### config.mk
export PLATFORM = sky130hd
export DESIGN_NAME = mer_datapath
export DESIGN_NICKNAME = d
export VERILOG_FILES = /design/src/rtl/core/mer_pkg.sv /design/src/rtl/core/mer_datapath.sv
export SDC_FILE = /design/constraint.sdc
export NUM_CORES = 2
export LEC_CHECK = 0
export ABC_AREA = 1
export BUFFER_PORTS_ARGS = -buffer_cell sky130_fd_sc_hd__buf_2
export CORE_ASPECT_RATIO = 0.6
export CORE_MARGIN = 3
export CORE_UTILIZATION = 35
export CTS_CLUSTER_SIZE = 24
export DETAILED_ROUTE_END_ITERATION = 16
export GPL_TIMING_DRIVEN = 0
export PLACE_DENSITY_LB_ADDON = 0.2
export RECOVER_POWER = 100
export SLEW_MARGIN = 0
export SYNTH_ARGS = -nofsm -noshare
export SYNTH_HDL_FRONTEND = slang
export SYNTH_SLANG_ARGS = --single-unit
### constraint.sdc
create_clock -name clk -period 6.6 [get_ports clk]
set_clock_uncertainty 0.05 [all_clocks]
set_input_delay 0.99 -clock clk [delete_from_list [all_inputs] [get_ports clk]]
set_output_delay 0.99 -clock clk [all_outputs]
set_load 0.02 [all_outputs]
### src/rtl/core/mer_pkg.sv
`timescale 1ns / 1ps
// Shared types and constants for the midpoint ellipse rasterizer.
// Used by mer_ctrl, mer_datapath and the top level; depends on nothing.
package mer_pkg;

	// Multiplier operand width (signed), product width, decision width
	localparam int OPW = 21;
	localparam int PW  = 2 * OPW;
	localparam int DW  = 40;
	// Point coordinate width and internal pixel coordinate width (signed)
	localparam int PTW = 9;
	localparam int CW  = 12;

	// Controller states
	typedef enum logic [4:0] {
		ST_IDLE,
		ST_S1, ST_S2, ST_S3, ST_S4,
		ST_R1A, ST_R1B, ST_R1C, ST_R1D, ST_R1E,
		ST_R2I1, ST_R2I2, ST_R2I3, ST_R2I4, ST_R2I5, ST_R2I6, ST_R2I7, ST_R2I8,
		ST_R2A, ST_R2B, ST_R2C,
		ST_EMIT
	} state_t;

	// Operand pair fed to the shared multiplier
	typedef enum logic [3:0] {
		MUL_NONE,
		MUL_RA_RA,     // ra * ra
		MUL_RB_RB,     // rb * rb
		MUL_A2_START,  // a2 * (1 - 4y)
		MUL_B2_X1,     // b2 * (x + 1)
		MUL_A2_Y1,     // a2 * (2y - 1)
		MUL_B2_X3,     // b2 * (2x + 3)
		MUL_A2_Y2,     // a2 * (2 - 2y)
		MUL_SQX,       // (2x + 1)^2
		MUL_SQY,       // (y - 1)^2
		MUL_B2_SQ,     // b2 * sq
		MUL_A2_SQ,     // a2 * sq
		MUL_A2_B2,     // a2 * b2
		MUL_A2_Y3,     // a2 * (3 - 2y)
		MUL_B2_X2      // b2 * (2x + 2)
	} mul_sel_t;

	// Datapath register operation; most of them use the registered product
	typedef enum logic [3:0] {
		OP_NONE,
		OP_LOAD,       // latch start item
		OP_SET_A2,
		OP_SET_B2,
		OP_DEC_START,  // dec = p + 4*b2
		OP_LHS,        // lhs = 2p
		OP_R1_ADD,     // dec += 4p, remember sign of old dec
		OP_R1_FIN,     // region 1 finish step
		OP_R2_ENTER,   // mark region 2
		OP_SQ,         // sq = p
		OP_DEC_SET,    // dec = p
		OP_DEC_ADD,    // dec += 4p
		OP_DEC_SUB,    // dec -= 4p
		OP_R2_CHK,     // remember sign of dec
		OP_R2_FIN,     // region 2 finish step
		OP_DEACT       // curve done, no pixels
	} op_t;

	typedef struct packed {
		mul_sel_t mul_sel;
		op_t      op;
		logic     emit;
	} cmd_t;

	typedef struct packed {
		logic active;
		logic region2;
		logic lt;         // region 1 test holds
		logic y_zero;
		logic emit_done;  // fourth pixel loaded this cycle
	} status_t;

endpackage

### src/rtl/core/mer_datapath.sv
`timescale 1ns / 1ps
// Datapath of the midpoint ellipse rasterizer: point and decision registers,
// shared 21x21 multiplier with registered product, pixel output register.
// Depends on mer_pkg; controlled by mer_ctrl.
module mer_datapath #(
	parameter int SCREEN_WIDTH  = 256,
	parameter int SCREEN_HEIGHT = 128
) (
	input  logic                clk,
	input  logic                arst_n,
	input  mer_pkg::cmd_t       cmd,
	input  logic signed [7:0]   center_x,
	input  logic signed [7:0]   center_y,
	input  logic        [7:0]   radius_a,
	input  logic        [7:0]   radius_b,
	input  logic                out_ready,
	output mer_pkg::status_t    status,
	output logic                out_valid,
	output logic signed [9:0]   column,
	output logic signed [9:0]   row,
	output logic                on_screen,
	output logic                finished,
	output logic                last
);

	localparam int OPW = mer_pkg::OPW;
	localparam int PW  = mer_pkg::PW;
	localparam int DW  = mer_pkg::DW;
	localparam int PTW = mer_pkg::PTW;
	localparam int CW  = mer_pkg::CW;

	localparam logic signed [CW-1:0] HALF_W = CW'(SCREEN_WIDTH / 2);
	localparam logic signed [CW-1:0] HALF_H = CW'(SCREEN_HEIGHT / 2);
	localparam logic signed [CW-1:0] SCR_W  = CW'(SCREEN_WIDTH);
	localparam logic signed [CW-1:0] SCR_H  = CW'(SCREEN_HEIGHT);

	// Item state
	logic signed [7:0]    cx_q, cy_q;
	logic        [7:0]    ra_q;
	logic        [15:0]   a2_q, b2_q;
	logic        [PTW-1:0] x_q, y_q;
	logic signed [DW-1:0] dec_q;
	logic                 dneg_q;
	logic signed [PW-1:0] lhs_q;
	logic signed [OPW-1:0] sq_q;
	logic                 active_q, region2_q;

	// Multiplier
	logic signed [OPW-1:0] opa, opb, xe, ye, a2e, b2e, rae;
	logic signed [PW-1:0]  prod_q;
	logic signed [DW-1:0]  p4, plow;

	// Output stage
	logic [1:0]           pix_q;
	logic                 out_valid_q, load_pix;
	logic signed [CW-1:0] cc, rc, xs, ys, col_c, row_c;
	logic signed [9:0]    column_q, row_q;
	logic                 on_screen_q, finished_q, last_q;

	assign xe  = signed'({{(OPW-PTW){1'b0}}, x_q});
	assign ye  = signed'({{(OPW-PTW){1'b0}}, y_q});
	assign a2e = signed'({{(OPW-16){1'b0}}, a2_q});
	assign b2e = signed'({{(OPW-16){1'b0}}, b2_q});
	assign rae = signed'({{(OPW-8){1'b0}}, ra_q});

	// Operand select
	always_comb begin
		opa = '0;
		opb = '0;
		unique case (cmd.mul_sel)
			mer_pkg::MUL_NONE: ;
			mer_pkg::MUL_RA_RA: begin
				opa = rae;
				opb = rae;
			end
			mer_pkg::MUL_RB_RB: begin
				opa = ye;
				opb = ye;
			end
			mer_pkg::MUL_A2_START: begin
				opa = a2e;
				opb = OPW'(1) - (ye <<< 2);
			end
			mer_pkg::MUL_B2_X1: begin
				opa = b2e;
				opb = xe + OPW'(1);
			end
			mer_pkg::MUL_A2_Y1: begin
				opa = a2e;
				opb = (ye <<< 1) - OPW'(1);
			end
			mer_pkg::MUL_B2_X3: begin
				opa = b2e;
				opb = (xe <<< 1) + OPW'(3);
			end
			mer_pkg::MUL_A2_Y2: begin
				opa = a2e;
				opb = OPW'(2) - (ye <<< 1);
			end
			mer_pkg::MUL_SQX: begin
				opa = (xe <<< 1) + OPW'(1);
				opb = (xe <<< 1) + OPW'(1);
			end
			mer_pkg::MUL_SQY: begin
				opa = ye - OPW'(1);
				opb = ye - OPW'(1);
			end
			mer_pkg::MUL_B2_SQ: begin
				opa = b2e;
				opb = sq_q;
			end
			mer_pkg::MUL_A2_SQ: begin
				opa = a2e;
				opb = sq_q;
			end
			mer_pkg::MUL_A2_B2: begin
				opa = a2e;
				opb = b2e;
			end
			mer_pkg::MUL_A2_Y3: begin
				opa = a2e;
				opb = OPW'(3) - (ye <<< 1);
			end
			mer_pkg::MUL_B2_X2: begin
				opa = b2e;
				opb = (xe <<< 1) + OPW'(2);
			end
			default: ;
		endcase
	end

	// Registered product
	always_ff @(posedge clk) begin
		prod_q <= opa * opb;
	end

	assign plow = prod_q[DW-1:0];
	assign p4   = {prod_q[DW-3:0], 2'b00};

	// Point, decision and scratch registers
	always_ff @(posedge clk) begin
		case (cmd.op)
			mer_pkg::OP_LOAD: begin
				cx_q <= center_x;
				cy_q <= center_y;
				ra_q <= radius_a;
				x_q  <= '0;
				y_q  <= {{(PTW-8){1'b0}}, radius_b};
			end
			mer_pkg::OP_SET_A2:    a2_q <= prod_q[15:0];
			mer_pkg::OP_SET_B2:    b2_q <= prod_q[15:0];
			mer_pkg::OP_DEC_START: dec_q <= plow + signed'({{(DW-18){1'b0}}, b2_q, 2'b00});
			mer_pkg::OP_LHS:       lhs_q <= prod_q <<< 1;
			mer_pkg::OP_R1_ADD: begin
				dec_q  <= dec_q + p4;
				dneg_q <= dec_q[DW-1];
			end
			mer_pkg::OP_R1_FIN: begin
				if (!dneg_q) begin
					dec_q <= dec_q + p4;
					y_q   <= y_q - PTW'(1);
				end
				x_q <= x_q + PTW'(1);
			end
			mer_pkg::OP_SQ:      sq_q  <= prod_q[OPW-1:0];
			mer_pkg::OP_DEC_SET: dec_q <= plow;
			mer_pkg::OP_DEC_ADD: dec_q <= dec_q + p4;
			mer_pkg::OP_DEC_SUB: dec_q <= dec_q - p4;
			mer_pkg::OP_R2_CHK:  dneg_q <= dec_q[DW-1];
			mer_pkg::OP_R2_FIN: begin
				if (dneg_q) begin
					dec_q <= dec_q + p4;
					x_q   <= x_q + PTW'(1);
				end
				y_q <= y_q - PTW'(1);
			end
			default: ;
		endcase
	end

	// Pixel transfer into the output register
	assign load_pix = cmd.emit && (!out_valid_q || out_ready);

	// Control flags and output handshake
	always_ff @(posedge clk or negedge arst_n) begin
		if (!arst_n) begin
			active_q    <= 1'b0;
			region2_q   <= 1'b0;
			pix_q       <= '0;
			out_valid_q <= 1'b0;
		end else begin
			if (cmd.op == mer_pkg::OP_LOAD) begin
				active_q  <= 1'b1;
				region2_q <= 1'b0;
			end else if (cmd.op == mer_pkg::OP_R2_ENTER) begin
				region2_q <= 1'b1;
			end else if (cmd.op == mer_pkg::OP_DEACT) begin
				active_q <= 1'b0;
			end else if (status.emit_done) begin
				active_q <= (y_q != '0);
			end
			if (load_pix) begin
				out_valid_q <= 1'b1;
				pix_q       <= pix_q + 2'd1;
			end else if (out_ready) begin
				out_valid_q <= 1'b0;
			end
		end
	end

	// Mirrored pixel: bit 0 picks -x, bit 1 picks -y
	always_comb begin
		cc    = HALF_W + CW'(cx_q);
		rc    = HALF_H - CW'(cy_q);
		xs    = signed'({{(CW-PTW){1'b0}}, x_q});
		ys    = signed'({{(CW-PTW){1'b0}}, y_q});
		col_c = pix_q[0] ? (cc - xs) : (cc + xs);
		row_c = pix_q[1] ? (rc + ys) : (rc - ys);
	end

	always_ff @(posedge clk) begin
		if (load_pix) begin
			column_q    <= col_c[9:0];
			row_q       <= row_c[9:0];
			on_screen_q <= !col_c[CW-1] && (col_c < SCR_W) && !row_c[CW-1] && (row_c < SCR_H);
			finished_q  <= (y_q == '0);
			last_q      <= (pix_q == 2'd3);
		end
	end

	assign status.active    = active_q;
	assign status.region2   = region2_q;
	assign status.lt        = lhs_q < prod_q;
	assign status.y_zero    = (y_q == '0);
	assign status.emit_done = load_pix && (pix_q == 2'd3);

	assign out_valid = out_valid_q;
	assign column    = column_q;
	assign row       = row_q;
	assign on_screen = on_screen_q;
	assign finished  = finished_q;
	assign last      = last_q;

endmodule

==> metrics.txt <==
routed vias=29924; Crit. End Element=register; Max VDD drop=0.848 mV; highest clock rate=0.130 GHz; core box area=92200 um^2; RePlAce Congestion=0.974; # setup viols final=32; largest net degree at the start of global routing=30; Crit. Startpoint=y_q[2]; final setup margin=-1.09 ns; Slew Viols, Final=0; r2r startpoint=y_q[2]; WS Path Type=register to register; global-route wire length before repair=186000 um; die height=243 um; register area share after synthesis=21.1%; Yosys warnings=0; final wirelength=124000 um; Pwr per Cell Area=547 nW/um^2; RSZ-0062 raised after global routing=yes; Worst EP arrival=8.10 ns; Crit path depth=32; number of global-route vias before repair=28803; overall fraction of global-route tracks in use=25.2%; Final Hold Vio Count=0; slowest stage delay, CP=0.62 ns; final setup TNS=-25.57 ns; TritonCTS Sinks=245; ys async rst share=2.04%; Synth Flop Type=edfxtp_1; initial antenna violation count=1; largest fanout on the critical path=10; number of port buffers=72; Die ar.=97300 um^2; r2r setup slk=-1.09 ns; CP top delay family=adder cells; clock latency on the worst-skew pair=0.60 ns; Leak=0.0202 uW; sw frac=54.2%; cell area after layout=41300 um^2; cts hold-fix bufs=0; part of the power in the clock network=7.0%; Die W=401 um; Hold Crit Class=input pin to async pin; Int Pwr=10300 uW; DR pass1 iterations=6; fin crit period=7.69 ns; # nets final=5286; Layout Area Growth over Synthesis=26.2%; Worst path most repeated cell=fa_1; Seq pwr share=11.3%; CP Launch Type=register; Placed Area=35800 um^2; CP bufs+invs=9; CP max stage cell=fa_1; Slew @ Worst Pin=1.17 ns; average routed wire per standard cell=21.2 um; most frequent cells in the layout=nand2_1, inv_1, fa_1; share of cells above drive strength 1=21.0%; Synth Net Count=4959; Congestion Overflow GR=0; Yosys cell types=54; CTS tree=done; Final Cycle Share=117%; R2R depth=32; initial drt markers=3057; leading cell type in the layout, fill and taps excluded=nand2_1; Seq cells post-synth=245; Synth Area per Inst=7.64 um^2; failing checks=setup timing; NetSw=12300 uW; IO Count=73; DRC viols=0; post-synthesis cell count=4280; number of enable flip-flop cells after synthesis=198; worst reg2reg path endpoint=prod_q[40]; post-DP HPWL=100000 um; Slew HR=21.7%; cell area after synthesis=32700 um^2; clock buffer depth=3; Starting Density=35.5%; Post-Route Utilization=44.8%; Vias/cell=5.10; CTS root buf=clkbuf_16; H-tree levels=1; CTS clock-pin slew for the worst setup and hold paths=0.06 ns; CP Capture Point=prod_q[40]; Cell Rows=86; Gate power share=81.7%; max-cap violations=0; Req. time, crit path=7.01 ns; Routed Antenna Nets=0; cts bufs inserted=27; status=complete, but fails checks
worst min-delay path by stage:
stage                 to  depth (start not counted)
5_1_grt        region2_q                          1
3_5_place_dp   lhs_q[41]                          0
3_3_place_gp   lhs_q[28]                          0
4_1_cts        region2_q                          1
2_1_floorplan  lhs_q[28]                          0
6_report       region2_q                          1
cells by family after synthesis:
family                     count (synthesis)  share of synthesized area, %
AOI/OAI and AO/OA                        417                          7.16
xor gates and xnor gates                 113                          3.03
muxes                                      5                         0.153
and+or+nand+nor                         1802                          22.6
adders and majority gates                635                          33.6
DFF                                      245                          21.1
buffers and inverters                   1063                          12.4
metal layers:
metal | wire (um) | part of all wire (%) | vias up | global-route usage, %
met3 | 16000 | 13 | 80 | 8.16
met2 | 45400 | 37 | 1366 | 32.0
li1 | - | - | 13872 | -
met5 | 127 | 0.10 | - | 0.926
met1 | 61600 | 50 | 14604 | 41.3
met4 | 1130 | 0.91 | 2 | 2.25
flip-flops by register name, summed over array words and instances, names as in the netlist, 2 cells and up:
register / flops
a2_q: 16
b2_q: 16
column: 10
cx_q: 8
cy_q: 8
dec_q: 38
lhs_q: 41
pix_q: 2
prod_q: 42
ra_q: 8
row: 10
sq_q: 21
x_q: 9
y_q: 9
cell usage after synthesis, types with 12 or more instances:
cell,number,area share [%]
or2_2,17,0.33
xnor2_1,19,0.51
fa_1,405,25
nor3_1,51,0.78
o211ai_1,28,0.64
o21bai_1,12,0.28
nand3b_1,16,0.37
ha_1,230,8.8
nand2_1,1070,12
a21oi_1,183,2.8
buf_2,27,0.41
xor2_1,94,2.5
o22ai_1,14,0.27
nand4_1,33,0.63
edfxtp_1,198,18
dfxtp_1,42,2.6
o21ai_0,139,2.1
nor2_1,361,4.1
clkbuf_1,33,0.38
nand3_1,237,3.6
inv_1,978,11
power by group through the flow:
stage          clock, uW  sequential (uW)  combinational, uW
2_1_floorplan          0             2470              10100
3_3_place_gp           0             2590              13800
3_5_place_dp           0             2580              13900
4_1_cts             1620             2550              17100
5_1_grt             1680             2590              20000
6_report            1590             2550              18400
layout make-up:
type	instances	area, um^2
tap	1232	1540
clock buffer	29	683
antenna	2	5.00
sequential	245	6910
multi-input combinational	2972	24800
buffer	67	688
clock inverter	21	216
inverter	995	3880
timing repair buffer	299	2560
fill	9149	50900
per-stage QoR:
stage	total power, uW	setup WS [ns]	hold slack, ns	instances
after floorplan	12600	-0.508	0.356	4280
after global placement	16400	-2.93	0.366	5584
after detailed placement	16400	-2.83	0.371	5588
after CTS	21300	-0.920	0.125	5822
after global routing	24300	-1.25	0.213	5861
final	22600	-1.09	0.217	5862
timing repair:
action                                 in CTS  in global routing
cloned                                      3                  0
setup buffers                             181                 44
endpoints found under the hold margin       0                  0
pin swaps                                 212                 86
gates resized for setup                   511                167
setup endpoints to repair                  36                 34
(Power assumes the default switching activity.)
