File: config.mk
export PLATFORM = sky130hd
export DESIGN_NAME = mer_ctrl
export DESIGN_NICKNAME = d
export VERILOG_FILES = /design/src/rtl/core/mer_pkg.sv /design/src/rtl/core/mer_ctrl.sv
export SDC_FILE = /design/constraint.sdc
export NUM_CORES = 1
export LEC_CHECK = 0
export ABC_AREA = 0
export BUFFER_PORTS_ARGS = -buffer_cell sky130_fd_sc_hd__buf_2
export CAP_MARGIN = 20
export CORE_MARGIN = 2
export CORE_UTILIZATION = 45
export CTS_BUF_LIST = sky130_fd_sc_hd__clkbuf_8
export CTS_CLUSTER_DIAMETER = 100
export CTS_CLUSTER_SIZE = 12
export DETAILED_ROUTE_END_ITERATION = 7
export PLACE_DENSITY = 0.69
export SLEW_MARGIN = 20
export SYNTH_ARGS = -nofsm -noshare
export SYNTH_HDL_FRONTEND = slang
export SYNTH_SLANG_ARGS = --single-unit
File: constraint.sdc
create_clock -name clk -period 4.4 [get_ports clk]
set_input_delay 0.44 -clock clk [delete_from_list [all_inputs] [get_ports clk]]
set_output_delay 0.44 -clock clk [all_outputs]
set_load 0.01 [all_outputs]
File: src/rtl/core/mer_pkg.sv
`timescale 1ns / 1ps
// Shared types and constants for the midpoint ellipse rasterizer.
// Used by mer_ctrl, mer_datapath and the top level; depends on nothing.
package mer_pkg;

	// Multiplier operand width (signed), product width, decision width
	localparam int OPW = 21;
	localparam int PW  = 2 * OPW;
	localparam int DW  = 40;
	// Point coordinate width and internal pixel coordinate width (signed)
	localparam int PTW = 9;
	localparam int CW  = 12;

	// Controller states
	typedef enum logic [4:0] {
		ST_IDLE,
		ST_S1, ST_S2, ST_S3, ST_S4,
		ST_R1A, ST_R1B, ST_R1C, ST_R1D, ST_R1E,
		ST_R2I1, ST_R2I2, ST_R2I3, ST_R2I4, ST_R2I5, ST_R2I6, ST_R2I7, ST_R2I8,
		ST_R2A, ST_R2B, ST_R2C,
		ST_EMIT
	} state_t;

	// Operand pair fed to the shared multiplier
	typedef enum logic [3:0] {
		MUL_NONE,
		MUL_RA_RA,     // ra * ra
		MUL_RB_RB,     // rb * rb
		MUL_A2_START,  // a2 * (1 - 4y)
		MUL_B2_X1,     // b2 * (x + 1)
		MUL_A2_Y1,     // a2 * (2y - 1)
		MUL_B2_X3,     // b2 * (2x + 3)
		MUL_A2_Y2,     // a2 * (2 - 2y)
		MUL_SQX,       // (2x + 1)^2
		MUL_SQY,       // (y - 1)^2
		MUL_B2_SQ,     // b2 * sq
		MUL_A2_SQ,     // a2 * sq
		MUL_A2_B2,     // a2 * b2
		MUL_A2_Y3,     // a2 * (3 - 2y)
		MUL_B2_X2      // b2 * (2x + 2)
	} mul_sel_t;

	// Datapath register operation; most of them use the registered product
	typedef enum logic [3:0] {
		OP_NONE,
		OP_LOAD,       // latch start item
		OP_SET_A2,
		OP_SET_B2,
		OP_DEC_START,  // dec = p + 4*b2
		OP_LHS,        // lhs = 2p
		OP_R1_ADD,     // dec += 4p, remember sign of old dec
		OP_R1_FIN,     // region 1 finish step
		OP_R2_ENTER,   // mark region 2
		OP_SQ,         // sq = p
		OP_DEC_SET,    // dec = p
		OP_DEC_ADD,    // dec += 4p
		OP_DEC_SUB,    // dec -= 4p
		OP_R2_CHK,     // remember sign of dec
		OP_R2_FIN,     // region 2 finish step
		OP_DEACT       // curve done, no pixels
	} op_t;

	typedef struct packed {
		mul_sel_t mul_sel;
		op_t      op;
		logic     emit;
	} cmd_t;

	typedef struct packed {
		logic active;
		logic region2;
		logic lt;         // region 1 test holds
		logic y_zero;
		logic emit_done;  // fourth pixel loaded this cycle
	} status_t;

endpackage

File: src/rtl/core/mer_ctrl.sv
`timescale 1ns / 1ps
// Controller state machine for the midpoint ellipse rasterizer.
// Depends on mer_pkg; drives mer_datapath through cmd_t, reads status_t.
module mer_ctrl (
	input  logic              clk,
	input  logic              arst_n,
	input  logic              in_valid,
	input  logic              command,
	input  mer_pkg::status_t  status,
	output logic              in_ready,
	output mer_pkg::cmd_t     cmd
);

	mer_pkg::state_t state_q, state_d;

	// State register
	always_ff @(posedge clk or negedge arst_n) begin
		if (!arst_n) begin
			state_q <= mer_pkg::ST_IDLE;
		end else begin
			state_q <= state_d;
		end
	end

	// Next state
	always_comb begin
		state_d = state_q;
		unique case (state_q)
			mer_pkg::ST_IDLE: begin
				if (in_valid) begin
					if (!command) begin
						state_d = mer_pkg::ST_S1;
					end else if (status.active && !status.region2) begin
						state_d = mer_pkg::ST_R1A;
					end else if (status.active) begin
						state_d = mer_pkg::ST_R2A;
					end
				end
			end
			mer_pkg::ST_S1:   state_d = mer_pkg::ST_S2;
			mer_pkg::ST_S2:   state_d = mer_pkg::ST_S3;
			mer_pkg::ST_S3:   state_d = mer_pkg::ST_S4;
			mer_pkg::ST_S4:   state_d = mer_pkg::ST_EMIT;
			mer_pkg::ST_R1A:  state_d = mer_pkg::ST_R1B;
			mer_pkg::ST_R1B:  state_d = mer_pkg::ST_R1C;
			mer_pkg::ST_R1C:  state_d = status.lt ? mer_pkg::ST_R1D : mer_pkg::ST_R2I1;
			mer_pkg::ST_R1D:  state_d = mer_pkg::ST_R1E;
			mer_pkg::ST_R1E:  state_d = mer_pkg::ST_EMIT;
			mer_pkg::ST_R2I1: state_d = mer_pkg::ST_R2I2;
			mer_pkg::ST_R2I2: state_d = mer_pkg::ST_R2I3;
			mer_pkg::ST_R2I3: state_d = mer_pkg::ST_R2I4;
			mer_pkg::ST_R2I4: state_d = mer_pkg::ST_R2I5;
			mer_pkg::ST_R2I5: state_d = mer_pkg::ST_R2I6;
			mer_pkg::ST_R2I6: state_d = mer_pkg::ST_R2I7;
			mer_pkg::ST_R2I7: state_d = mer_pkg::ST_R2I8;
			mer_pkg::ST_R2I8: state_d = mer_pkg::ST_R2A;
			mer_pkg::ST_R2A:  state_d = status.y_zero ? mer_pkg::ST_IDLE : mer_pkg::ST_R2B;
			mer_pkg::ST_R2B:  state_d = mer_pkg::ST_R2C;
			mer_pkg::ST_R2C:  state_d = mer_pkg::ST_EMIT;
			mer_pkg::ST_EMIT: begin
				if (status.emit_done) begin
					state_d = mer_pkg::ST_IDLE;
				end
			end
			default:          state_d = mer_pkg::ST_IDLE;
		endcase
	end

	// Outputs: input ready, multiplier select, register op, emit
	always_comb begin
		in_ready     = 1'b0;
		cmd.mul_sel  = mer_pkg::MUL_NONE;
		cmd.op       = mer_pkg::OP_NONE;
		cmd.emit     = 1'b0;
		unique case (state_q)
			mer_pkg::ST_IDLE: begin
				in_ready = 1'b1;
				if (in_valid && !command) begin
					cmd.op = mer_pkg::OP_LOAD;
				end
			end
			mer_pkg::ST_S1: cmd.mul_sel = mer_pkg::MUL_RA_RA;
			mer_pkg::ST_S2: begin
				cmd.mul_sel = mer_pkg::MUL_RB_RB;
				cmd.op      = mer_pkg::OP_SET_A2;
			end
			mer_pkg::ST_S3: begin
				cmd.mul_sel = mer_pkg::MUL_A2_START;
				cmd.op      = mer_pkg::OP_SET_B2;
			end
			mer_pkg::ST_S4: cmd.op = mer_pkg::OP_DEC_START;
			mer_pkg::ST_R1A: cmd.mul_sel = mer_pkg::MUL_B2_X1;
			mer_pkg::ST_R1B: begin
				cmd.mul_sel = mer_pkg::MUL_A2_Y1;
				cmd.op      = mer_pkg::OP_LHS;
			end
			mer_pkg::ST_R1C: cmd.mul_sel = mer_pkg::MUL_B2_X3;
			mer_pkg::ST_R1D: begin
				cmd.mul_sel = mer_pkg::MUL_A2_Y2;
				cmd.op      = mer_pkg::OP_R1_ADD;
			end
			mer_pkg::ST_R1E: cmd.op = mer_pkg::OP_R1_FIN;
			mer_pkg::ST_R2I1: begin
				cmd.mul_sel = mer_pkg::MUL_SQX;
				cmd.op      = mer_pkg::OP_R2_ENTER;
			end
			mer_pkg::ST_R2I2: cmd.op = mer_pkg::OP_SQ;
			mer_pkg::ST_R2I3: cmd.mul_sel = mer_pkg::MUL_B2_SQ;
			mer_pkg::ST_R2I4: begin
				cmd.mul_sel = mer_pkg::MUL_SQY;
				cmd.op      = mer_pkg::OP_DEC_SET;
			end
			mer_pkg::ST_R2I5: cmd.op = mer_pkg::OP_SQ;
			mer_pkg::ST_R2I6: cmd.mul_sel = mer_pkg::MUL_A2_SQ;
			mer_pkg::ST_R2I7: begin
				cmd.mul_sel = mer_pkg::MUL_A2_B2;
				cmd.op      = mer_pkg::OP_DEC_ADD;
			end
			mer_pkg::ST_R2I8: cmd.op = mer_pkg::OP_DEC_SUB;
			mer_pkg::ST_R2A: begin
				if (status.y_zero) begin
					cmd.op = mer_pkg::OP_DEACT;
				end else begin
					cmd.mul_sel = mer_pkg::MUL_A2_Y3;
					cmd.op      = mer_pkg::OP_R2_CHK;
				end
			end
			mer_pkg::ST_R2B: begin
				cmd.mul_sel = mer_pkg::MUL_B2_X2;
				cmd.op      = mer_pkg::OP_DEC_ADD;
			end
			mer_pkg::ST_R2C: cmd.op = mer_pkg::OP_R2_FIN;
			mer_pkg::ST_EMIT: cmd.emit = 1'b1;
			default: ;
		endcase
	end

endmodule

==> results of run 1 <==
## cell families (layout without fill, tap and decap cells)
| family | count (synthesis) | in the layout | share of synthesized area (%) |
|---|---|---|---|
| xor+xnor | 1 | 1 | 1.08 |
| buf+inv | 16 | 25 | 10.2 |
| flops | 5 | 5 | 15.4 |
| mux | 2 | 2 | 2.78 |
| simple gates | 49 | 49 | 32.6 |
| compound gates | 45 | 45 | 38.0 |
## synth_stat cells, drive strengths merged (2+ instances only)
library cell and instances:
o21ai 13, nor2 11, a21oi 9, buf 9
nand2b 8, nand2 7, a31oi 6, nand3 6
dfrtp 5, clkbuf 4, nor3 4, inv 3
a211o 2, mux2 2, nor2b 2, o221ai 2
o22a 2, o22ai 2, or2 2
## final cells by class
class	instances	area (um^2)	area share, %
multi-input cells	97	603	66.6
flip-flops and latches	5	125	13.8
repair buffers	18	90.1	9.94
clock buffers	3	41.3	4.56
well taps	25	31.3	3.45
inverters	3	11.3	1.24
clock inverters	1	3.75	0.414
## how the worst max path moves through the flow
stage | from | endpoint | slack [ps] | depth (start not counted)
2_1_floorplan | state_q[4] | cmd[3] | 2630 | 5
6_report | state_q[4] | cmd[3] | 1820 | 5
5_1_grt | state_q[4] | cmd[3] | 1630 | 5
4_1_cts | state_q[4] | cmd[3] | 1850 | 5
3_3_place_gp | state_q[4] | cmd[3] | 2150 | 5
3_5_place_dp | state_q[4] | cmd[3] | 2090 | 5
## power by group through the flow
stage / registers [uW] / clock network [uW] / logic, uW
after floorplan: 79.1 / 0 / 492
after global placement: 184 / 0 / 482
after detailed placement: 185 / 0 / 489
after CTS: 184 / 84.6 / 492
after global routing: 203 / 88.1 / 544
final: 188 / 82.1 / 492
## metal layers
metal  vias to the layer above  GRT usage, %  routed length, um
met5                         -             0                  0
met4                         0         0.571                  0
met3                         0          5.88                 84
met2                        19          36.7               1010
met1                       432          29.9               1040
li1                        454             -                  -
## metrics by stage
| stage | util, % | std cells |
|---|---|---|
| 6_report | 53.0 | 152 |
| 5_1_grt | 53.0 | 152 |
| 4_1_cts | 53.0 | 152 |
| 3_5_place_dp | 50.4 | 148 |
| 3_3_place_gp | 50.4 | 148 |
| 2_1_floorplan | - | 118 |
==> run metrics, run 1 <==
outcome=finished clean; Final Hold Viols=0; Tot Pwr=roughly 760 uW; unrepaired setup endpoints after global routing=false; first-pass GRT wire length=3.43 mm; final instance area=906 um^2; Post-DP HPWL=roughly 1.4 mm; die area=2160 um^2; max reg flops=5; CP Launch Type=flip-flop; drt wl/cell=approximately 14 um; H-tree depth=1; Reg2Reg Capture Point=state_q[2]; Worst path top cell family by delay=flip-flops; initial antenna violation count=0; R2R depth=4; root buf cell=clkbuf_8; num ports=19; VDD IR max=approximately 0.41 mV; DRT Wirelength=2.13 mm; Biggest register=state_q; Largest regs=state_q (5); postcts setup bufs=0; clk_lat worst skew=between 200 and 250 ps; top-area cell type share of the netlist area=15.4%; area grow syn2layout=11.7%; layout cells sized above 1=20.5%; synthesized area=roughly 810 um^2; Final WS setup=~1800 ps; most frequent cells in the layout=buf_2 (18), o21ai_0 (13), nor2_1 (11); via count=905; Mean Syn Cell Area=approximately 7 um^2; Tcrit/Tclk final=58.6%; drt first pass iters=4; Post-DP Area=~860 um^2; Die X-Extent=46.4 um; port bufs=18; minimum clock period=2580 ps; Pint=352 uW; Antenna diodes=0; number of global-route vias before repair=781; Worst path max stage delay=between 800 and 900 ps; Total Routing Usage GR=around 22%; PD cells=841 nW/um^2; commonest non-fill, non-tap cell in the layout=buf_2; Crit Path Category=reg -> out; fillcell total=179; # setup viols final=0; Core Box Area=1710 um^2; CP Cell Sequence=nand2_1 > mux2_2 > o22a_1 > o21ai_0 > buf_2; Async SR Flop Fraction=100%; Primary FF master, synth=dfrtp_1; top post-synthesis cells by area=dfrtp_1 (15%), o21ai_0 (8.0%), nand2b_1 (6.2%); Worst EP arrival=2140 ps; largest net degree at the start of global routing=33; Yosys reg bits=5; Seq/Total Area, Yosys=between 10% and 20%; Sink Count=5; Slew Viols, Final=0; slowest CP cell=dfrtp_1; Nets=137; max cap viols=0; CTS clock-pin slew for the worst setup and hold paths=40 ps; clock power share=10.8%; CP max FO=28; combinational share of power=64.6%; vias per std cell=5.95; worst endpoint required time=around 4000 ps; Syn Inst Count=118; worst slew pin tran=roughly 900 ps; Flop pwr share=24.6%; RR Startpoint=state_q[4]; clock buffer count from CTS=3; CP endpoint kind=output pin; initial core utilization=~47%; Max-slew headroom=about 40%; sw frac=53.8%; routability congestion estimate=approximately 0.85; P_sw=410 uW; Reg2Reg Setup Slack=roughly 2400 ps; Setup TNS=0 ps; EDFF count, synth=0; post-synth net total=between 100 and 150; number of library cell types mapped by synthesis=40; # resized after CTS=0; Final ANT Viol Nets=0; TritonCTS clock tree=yes; Buf+Inv Stages, Crit Path=1; Remaining Overflow, GRT=0; drt initial violations=15; Max Buffers Root-to-Sink=2; Cell Rows=15; synth warn=0; DRC=0; hold slack=25.9 ps; clock skew=about 1.5 ps; Post-Place Worst Slack=2090 ps; largest area contributor in the netlist=dfrtp_1; Hold Path Class=in -> async; Static Leak=0.000346 uW; CTS Hold Bufs=0; Die Y-Extent=~46 um; fmax=around 390 MHz
Note: power is estimated with default switching activity, not from simulation.
==> run 2, diff against run 1 <==
==> constraint.sdc (replaced) <==
create_clock -name clk -period 2.48 [get_ports clk]
set_input_delay 0.248 -clock clk [delete_from_list [all_inputs] [get_ports clk]]
set_output_delay 0.248 -clock clk [all_outputs]
set_load 0.01 [all_outputs]
==> run 2 against run 1 <==
  * Sequential share of layout area shrank 0.50 points
  * Count of clock-buffer cells in the layout stayed put
  * Largest cell class unchanged
  * Combinational power increased by 94%
  * Register-to-register slack got worse by 1700 ps
  * Critical endpoint unchanged
==> run metrics, run 2 (same netlist as run 1, synthesis figures left out) <==
outcome=finished clean (unchanged); max cap viols=0 (unchanged); via count=917 (was 905); clock skew=6.29 ps (was 1.47 ps); Max-slew headroom=59.1% (was 40.0%); drt first pass iters=4 (unchanged); CP max FO=20 (was 28); initial core utilization=47.5% (unchanged); Final ANT Viol Nets=0 (unchanged); worst endpoint required time=2230 ps (was 3960 ps); Total Routing Usage GR=21.0% (was 22.0%); combinational share of power=68.8% (was 64.6%); drt wl/cell=13.6 um (was 14.0 um); area grow syn2layout=15.9% (was 11.7%); largest net degree at the start of global routing=22 (was 33); CP Launch Type=flip-flop (unchanged); Hold Path Class=in -> async (unchanged); postcts setup bufs=0 (unchanged); Setup TNS=0 ps (unchanged); drt initial violations=18 (was 15); final instance area=940 um^2 (was 906 um^2); port bufs=18 (unchanged); most frequent cells in the layout=buf_2 (18), o21ai_0 (13), nor2_1 (11) (unchanged); Cell Rows=15 (unchanged); CTS Hold Bufs=1 (was 0); clock power share=11.0% (was 10.8%); minimum clock period=2120 ps; sw frac=52.8% (was 53.8%); vias per std cell=5.88 (was 5.95); clk_lat worst skew=220 ps (about the same); routability congestion estimate=0.817 (was 0.848); worst slew pin tran=613 ps (was 901 ps); Post-DP HPWL=1.49 mm (was 1.42 mm); Final WS setup=364 ps (was 1820 ps); Die Y-Extent=46.4 um (unchanged); P_sw=733 uW (was 410 uW); Final Hold Viols=0 (unchanged); Finished Layout Cells=156 (was 152); die area=2160 um^2 (unchanged); unrepaired setup endpoints after global routing=false (unchanged); commonest non-fill, non-tap cell in the layout=buf_2 (unchanged); fmax=473 MHz; R2R depth=4 (unchanged); Post-DP Area=883 um^2 (was 861 um^2); Worst EP arrival=1870 ps (was 2140 ps); max reg flops=5 (unchanged); Static Leak=0.000364 uW (was 0.000346 uW); Critical Path Source=state_q[0] (was state_q[4]); clock buffer count from CTS=3 (unchanged); num ports=19 (unchanged); TritonCTS clock tree=yes (unchanged); Biggest register=state_q (unchanged); Post-Place Worst Slack=572 ps (was 2090 ps); DRC=0 (unchanged); RR Startpoint=state_q[2] (was state_q[4]); Placed Cells=151 (was 148); VDD IR max=0.693 mV (was 0.413 mV); Antenna diodes=0 (unchanged); Remaining Overflow, GRT=0 (unchanged); Util after Layout=55.0% (was 53.0%); Flop pwr share=20.2% (was 24.6%); # resized after CTS=0 (unchanged); PD cells=1480 nW/um^2 (was 841 nW/um^2); layout cells sized above 1=22.9% (was 20.5%); initial antenna violation count=0 (unchanged); Pint=655 uW (was 352 uW); DRT Wirelength=2.13 mm (about the same); Tcrit/Tclk final=85.3%; H-tree depth=1 (unchanged); Slew Viols, Final=0 (unchanged); Sink Count=5 (unchanged); number of global-route vias before repair=786 (was 781); root buf cell=clkbuf_8 (unchanged); Largest regs=state_q (5) (unchanged); Crit Path Category=reg -> out (unchanged); Die X-Extent=46.4 um (unchanged); Max Buffers Root-to-Sink=2 (unchanged); CTS clock-pin slew for the worst setup and hold paths=40 ps (about the same); CP endpoint kind=output pin (unchanged); first-pass GRT wire length=3.38 mm (was 3.43 mm); # setup viols final=0 (unchanged); Core Box Area=1710 um^2 (unchanged); Nets=141 (was 137)
run 2: cell count changes in the layout (fill, tap and decap cells not counted), sizes merged:
cell,before,now
clkinv,0,1
inv,4,3
buf,18,21
dlygate4sd3,0,1
run 2: power groups by stage:
stage	clock [uW]	sequential (uW)	combinational [uW]
finish	153	281	954
global route	162	295	1060
CTS	156	278	953
detailed placement	0	279	950
global placement	0	276	944
floorplan	0	140	874
run 2: worst paths after layout:
path / endpoint / slack [ps]
min reg2reg: state_q[3] / 810
min: state_q[1] / 370
max: cmd[3] / 360
max in group asynchronous: state_q[2] / 1970
max reg2reg: state_q[2] / 660
min in group clk: state_q[0] / 380
run 2: per-stage QoR:
stage               hold slack [ps]  total power [uW]
floorplan                     -47.6              1010
global placement               68.6              1220
detailed placement             72.7              1230
CTS                             368              1390
global route                    391              1520
finish                          369              1390
run 2: metal layers:
metal	global-route usage, %	vias up	routed length [um]
met2	31.9	38	1010
met1	30.4	416	969
met5	0	-	0
li1	-	461	-
met4	4.00	0	13
met3	4.31	2	136
run 2: area by class of cell:
class                           instances  area (um^2)
Multi-Input combinational cell         97          603
Sequential cell                         5          125
Clock buffer                            3         41.3
Timing Repair Buffer                   22          123
Fill cell                             183          768
Tap cell                               25         31.3
Clock inverter                          1         5.00
Inverter                                3         11.3
run 2: critical path, cell delays in order, from the launching register on:
cell and delay (ps):
dfrtp_1 660, nand2_1 200, mux2_2 320, o22a_1 190
o21ai_0 120, buf_2 150
==> run 3, diff against run 2 <==
--- a/config.mk
+++ b/config.mk
@@ -10,7 +10,7 @@
 export CAP_MARGIN = 20
 export CORE_MARGIN = 2
 export CORE_UTILIZATION = 45
-export CTS_BUF_LIST = sky130_fd_sc_hd__clkbuf_8
+export CTS_BUF_LIST = sky130_fd_sc_hd__clkbuf_16
 export CTS_CLUSTER_DIAMETER = 100
 export CTS_CLUSTER_SIZE = 12
 export DETAILED_ROUTE_END_ITERATION = 7
==> run 3 against run 2 <==
  * Wire length increased by 0.94%
  * Utilization increased by 2.0 points
  * Flip-flop and latch count unchanged
  * Sequential share of layout area decreased by 0.46 points
  * Sequential power about the same
  * Critical path depth unchanged
  * Clock power increased by 74%
  * Combinational power about the same
  * Largest cell class unchanged
  * Highest routed layer unchanged
==> run metrics, run 3 (same netlist as run 1, synthesis figures left out) <==
max reg flops=5 (unchanged); Static Leak=0.000379 uW (was 0.000364 uW); commonest non-fill, non-tap cell in the layout=buf_2 (unchanged); DRC=0 (unchanged); CP Launch Type=flip-flop (unchanged); Antenna diodes=0 (unchanged); via count=925 (was 917); clk_lat worst skew=230 ps (was 220 ps); Final ANT Viol Nets=0 (unchanged); VDD IR max=0.696 mV (was 0.693 mV); clock power share=17.7% (was 11.0%); drt initial violations=19 (was 18); Placed Cells=151 (unchanged); worst endpoint required time=2230 ps (about the same); layout cells sized above 1=22.9% (unchanged); CP max FO=20 (unchanged); Worst path top cell family by delay=flip-flops (unchanged); Hold Path Class=in -> async (unchanged); most frequent cells in the layout=buf_2 (18), o21ai_0 (13), nor2_1 (11) (unchanged); initial antenna violation count=0 (unchanged); postcts setup bufs=0 (unchanged); port bufs=18 (unchanged); area grow syn2layout=20.1% (was 15.9%); Sink Count=5 (unchanged); Worst path max stage delay=680 ps (was 660 ps); TritonCTS clock tree=yes (unchanged); clock skew=3.70 ps (was 6.29 ps); Largest regs=state_q (5) (unchanged); Crit Path Category=reg -> out (unchanged); Die X-Extent=46.4 um (unchanged); drt wl/cell=13.8 um (was 13.6 um); routability congestion estimate=0.817 (unchanged); sw frac=49.7% (was 52.8%); vias per std cell=5.93 (was 5.88); combinational share of power=63.5% (was 68.8%); outcome=finished clean (unchanged); slowest CP cell=dfrtp_1 (unchanged); DRT Wirelength=2.15 mm (was 2.13 mm); Die Y-Extent=46.4 um (unchanged); clock buffer count from CTS=3 (unchanged); Max-slew headroom=58.8% (was 59.1%); root buf cell=clkbuf_16 (was clkbuf_8); largest net degree at the start of global routing=22 (unchanged); Slew Viols, Final=0 (unchanged); Finished Layout Cells=156 (unchanged); unrepaired setup endpoints after global routing=false (unchanged); CP endpoint kind=output pin (unchanged); number of global-route vias before repair=797 (was 786); # resized after CTS=0 (unchanged); drt first pass iters=4 (unchanged); initial core utilization=47.5% (unchanged); Post-DP HPWL=1.49 mm (unchanged); Tcrit/Tclk final=86.6% (was 85.3%); Core Box Area=1710 um^2 (unchanged); CTS clock-pin slew for the worst setup and hold paths=40 ps (about the same); Remaining Overflow, GRT=0 (unchanged); Pint=757 uW (was 655 uW); worst slew pin tran=618 ps (was 613 ps); first-pass GRT wire length=3.44 mm (was 3.38 mm); Flop pwr share=18.8% (was 20.2%); Final Hold Viols=0 (unchanged); num ports=19 (unchanged); # setup viols final=0 (unchanged); Setup TNS=0 ps (unchanged); Buf+Inv Stages, Crit Path=1 (unchanged); Cell Rows=15 (unchanged); PD cells=1550 nW/um^2 (was 1480 nW/um^2); Final WS setup=333 ps (was 364 ps); Post-Place Worst Slack=572 ps (unchanged); minimum clock period=2150 ps (was 2120 ps); fmax=466 MHz (was 473 MHz); die area=2160 um^2 (unchanged); fillcell total=178 (was 183); H-tree depth=1 (unchanged); P_sw=747 uW (was 733 uW); Total Routing Usage GR=21.3% (was 21.0%); Nets=141 (unchanged); Max Buffers Root-to-Sink=2 (unchanged); Biggest register=state_q (unchanged); Worst EP arrival=1900 ps (was 1870 ps); max cap viols=0 (unchanged); CP Cell Sequence=nand2_1 > mux2_2 > o22a_1 > o21ai_0 > buf_2 (unchanged)
[run 3: cell counts in the layout (fill, tap and decap cells not counted)]
Identical to the previous run, type by type.
[run 3: stage by stage]
step | power (uW) | instance area (um^2) | hold WS [ps] | util [%]
floorplan | 1010 | 811 | -47.6 | -
global placement | 1220 | 883 | 68.6 | 51.7
detailed placement | 1230 | 883 | 72.7 | 51.7
CTS | 1500 | 973 | 364 | 57.0
global route | 1630 | 973 | 389 | 57.0
finish | 1500 | 973 | 367 | 57.0
[run 3: area by class of cell]
type                    count  area (um^2)  share of cell area [%]
multi-input cells          97          603                    62.0
flip-flops and latches      5          125                    12.9
repair buffers             22          123                    12.6
clock buffers               3         75.1                    7.71
well taps                  25         31.3                    3.21
inverters                   3         11.3                    1.16
clock inverters             1         5.00                   0.514
[run 3: layer usage]
layer | routed length [um] | track usage, % | vias to the layer above
met5 | 0 | 0 | -
met4 | 29 | 2.86 | 0
met3 | 119 | 3.92 | 5
met2 | 1030 | 33.3 | 28
met1 | 968 | 30.8 | 429
li1 | - | - | 463
[run 3: worst reg2reg max path: stages, from the launching register on]
cell and delay (ps):
dfrtp_1 570, or2_1 440, a2111oi_4 430, o21ba_2 220
a31oi_1 40
[run 3: worst paths after layout]
check                             end        from  slack [ps]  cells past startpoint
max in group asynchronous  state_q[2]      arst_n        1970                      2
min in group clk           state_q[0]    in_valid         370                      3
max                            cmd[3]  state_q[0]         330                      5
min reg2reg                state_q[3]  state_q[3]         800                      2
max reg2reg                state_q[4]  state_q[2]         660                      4
min                        state_q[1]      arst_n         370                      2
[run 3: power groups by stage]
stage	Combinational, uW	Sequential [uW]	Clock, uW
after floorplan	874	140	0
after global placement	944	276	0
after detailed placement	950	279	0
after CTS	954	278	272
after global routing	1060	296	279
final	956	282	266
[run 3: repair_timing]
action | 4_1_cts | 5_1_grt
hold endpoints to repair | 5 | 0
setup endpoints to repair | 0 | 0
hold buffers | 1 | 0
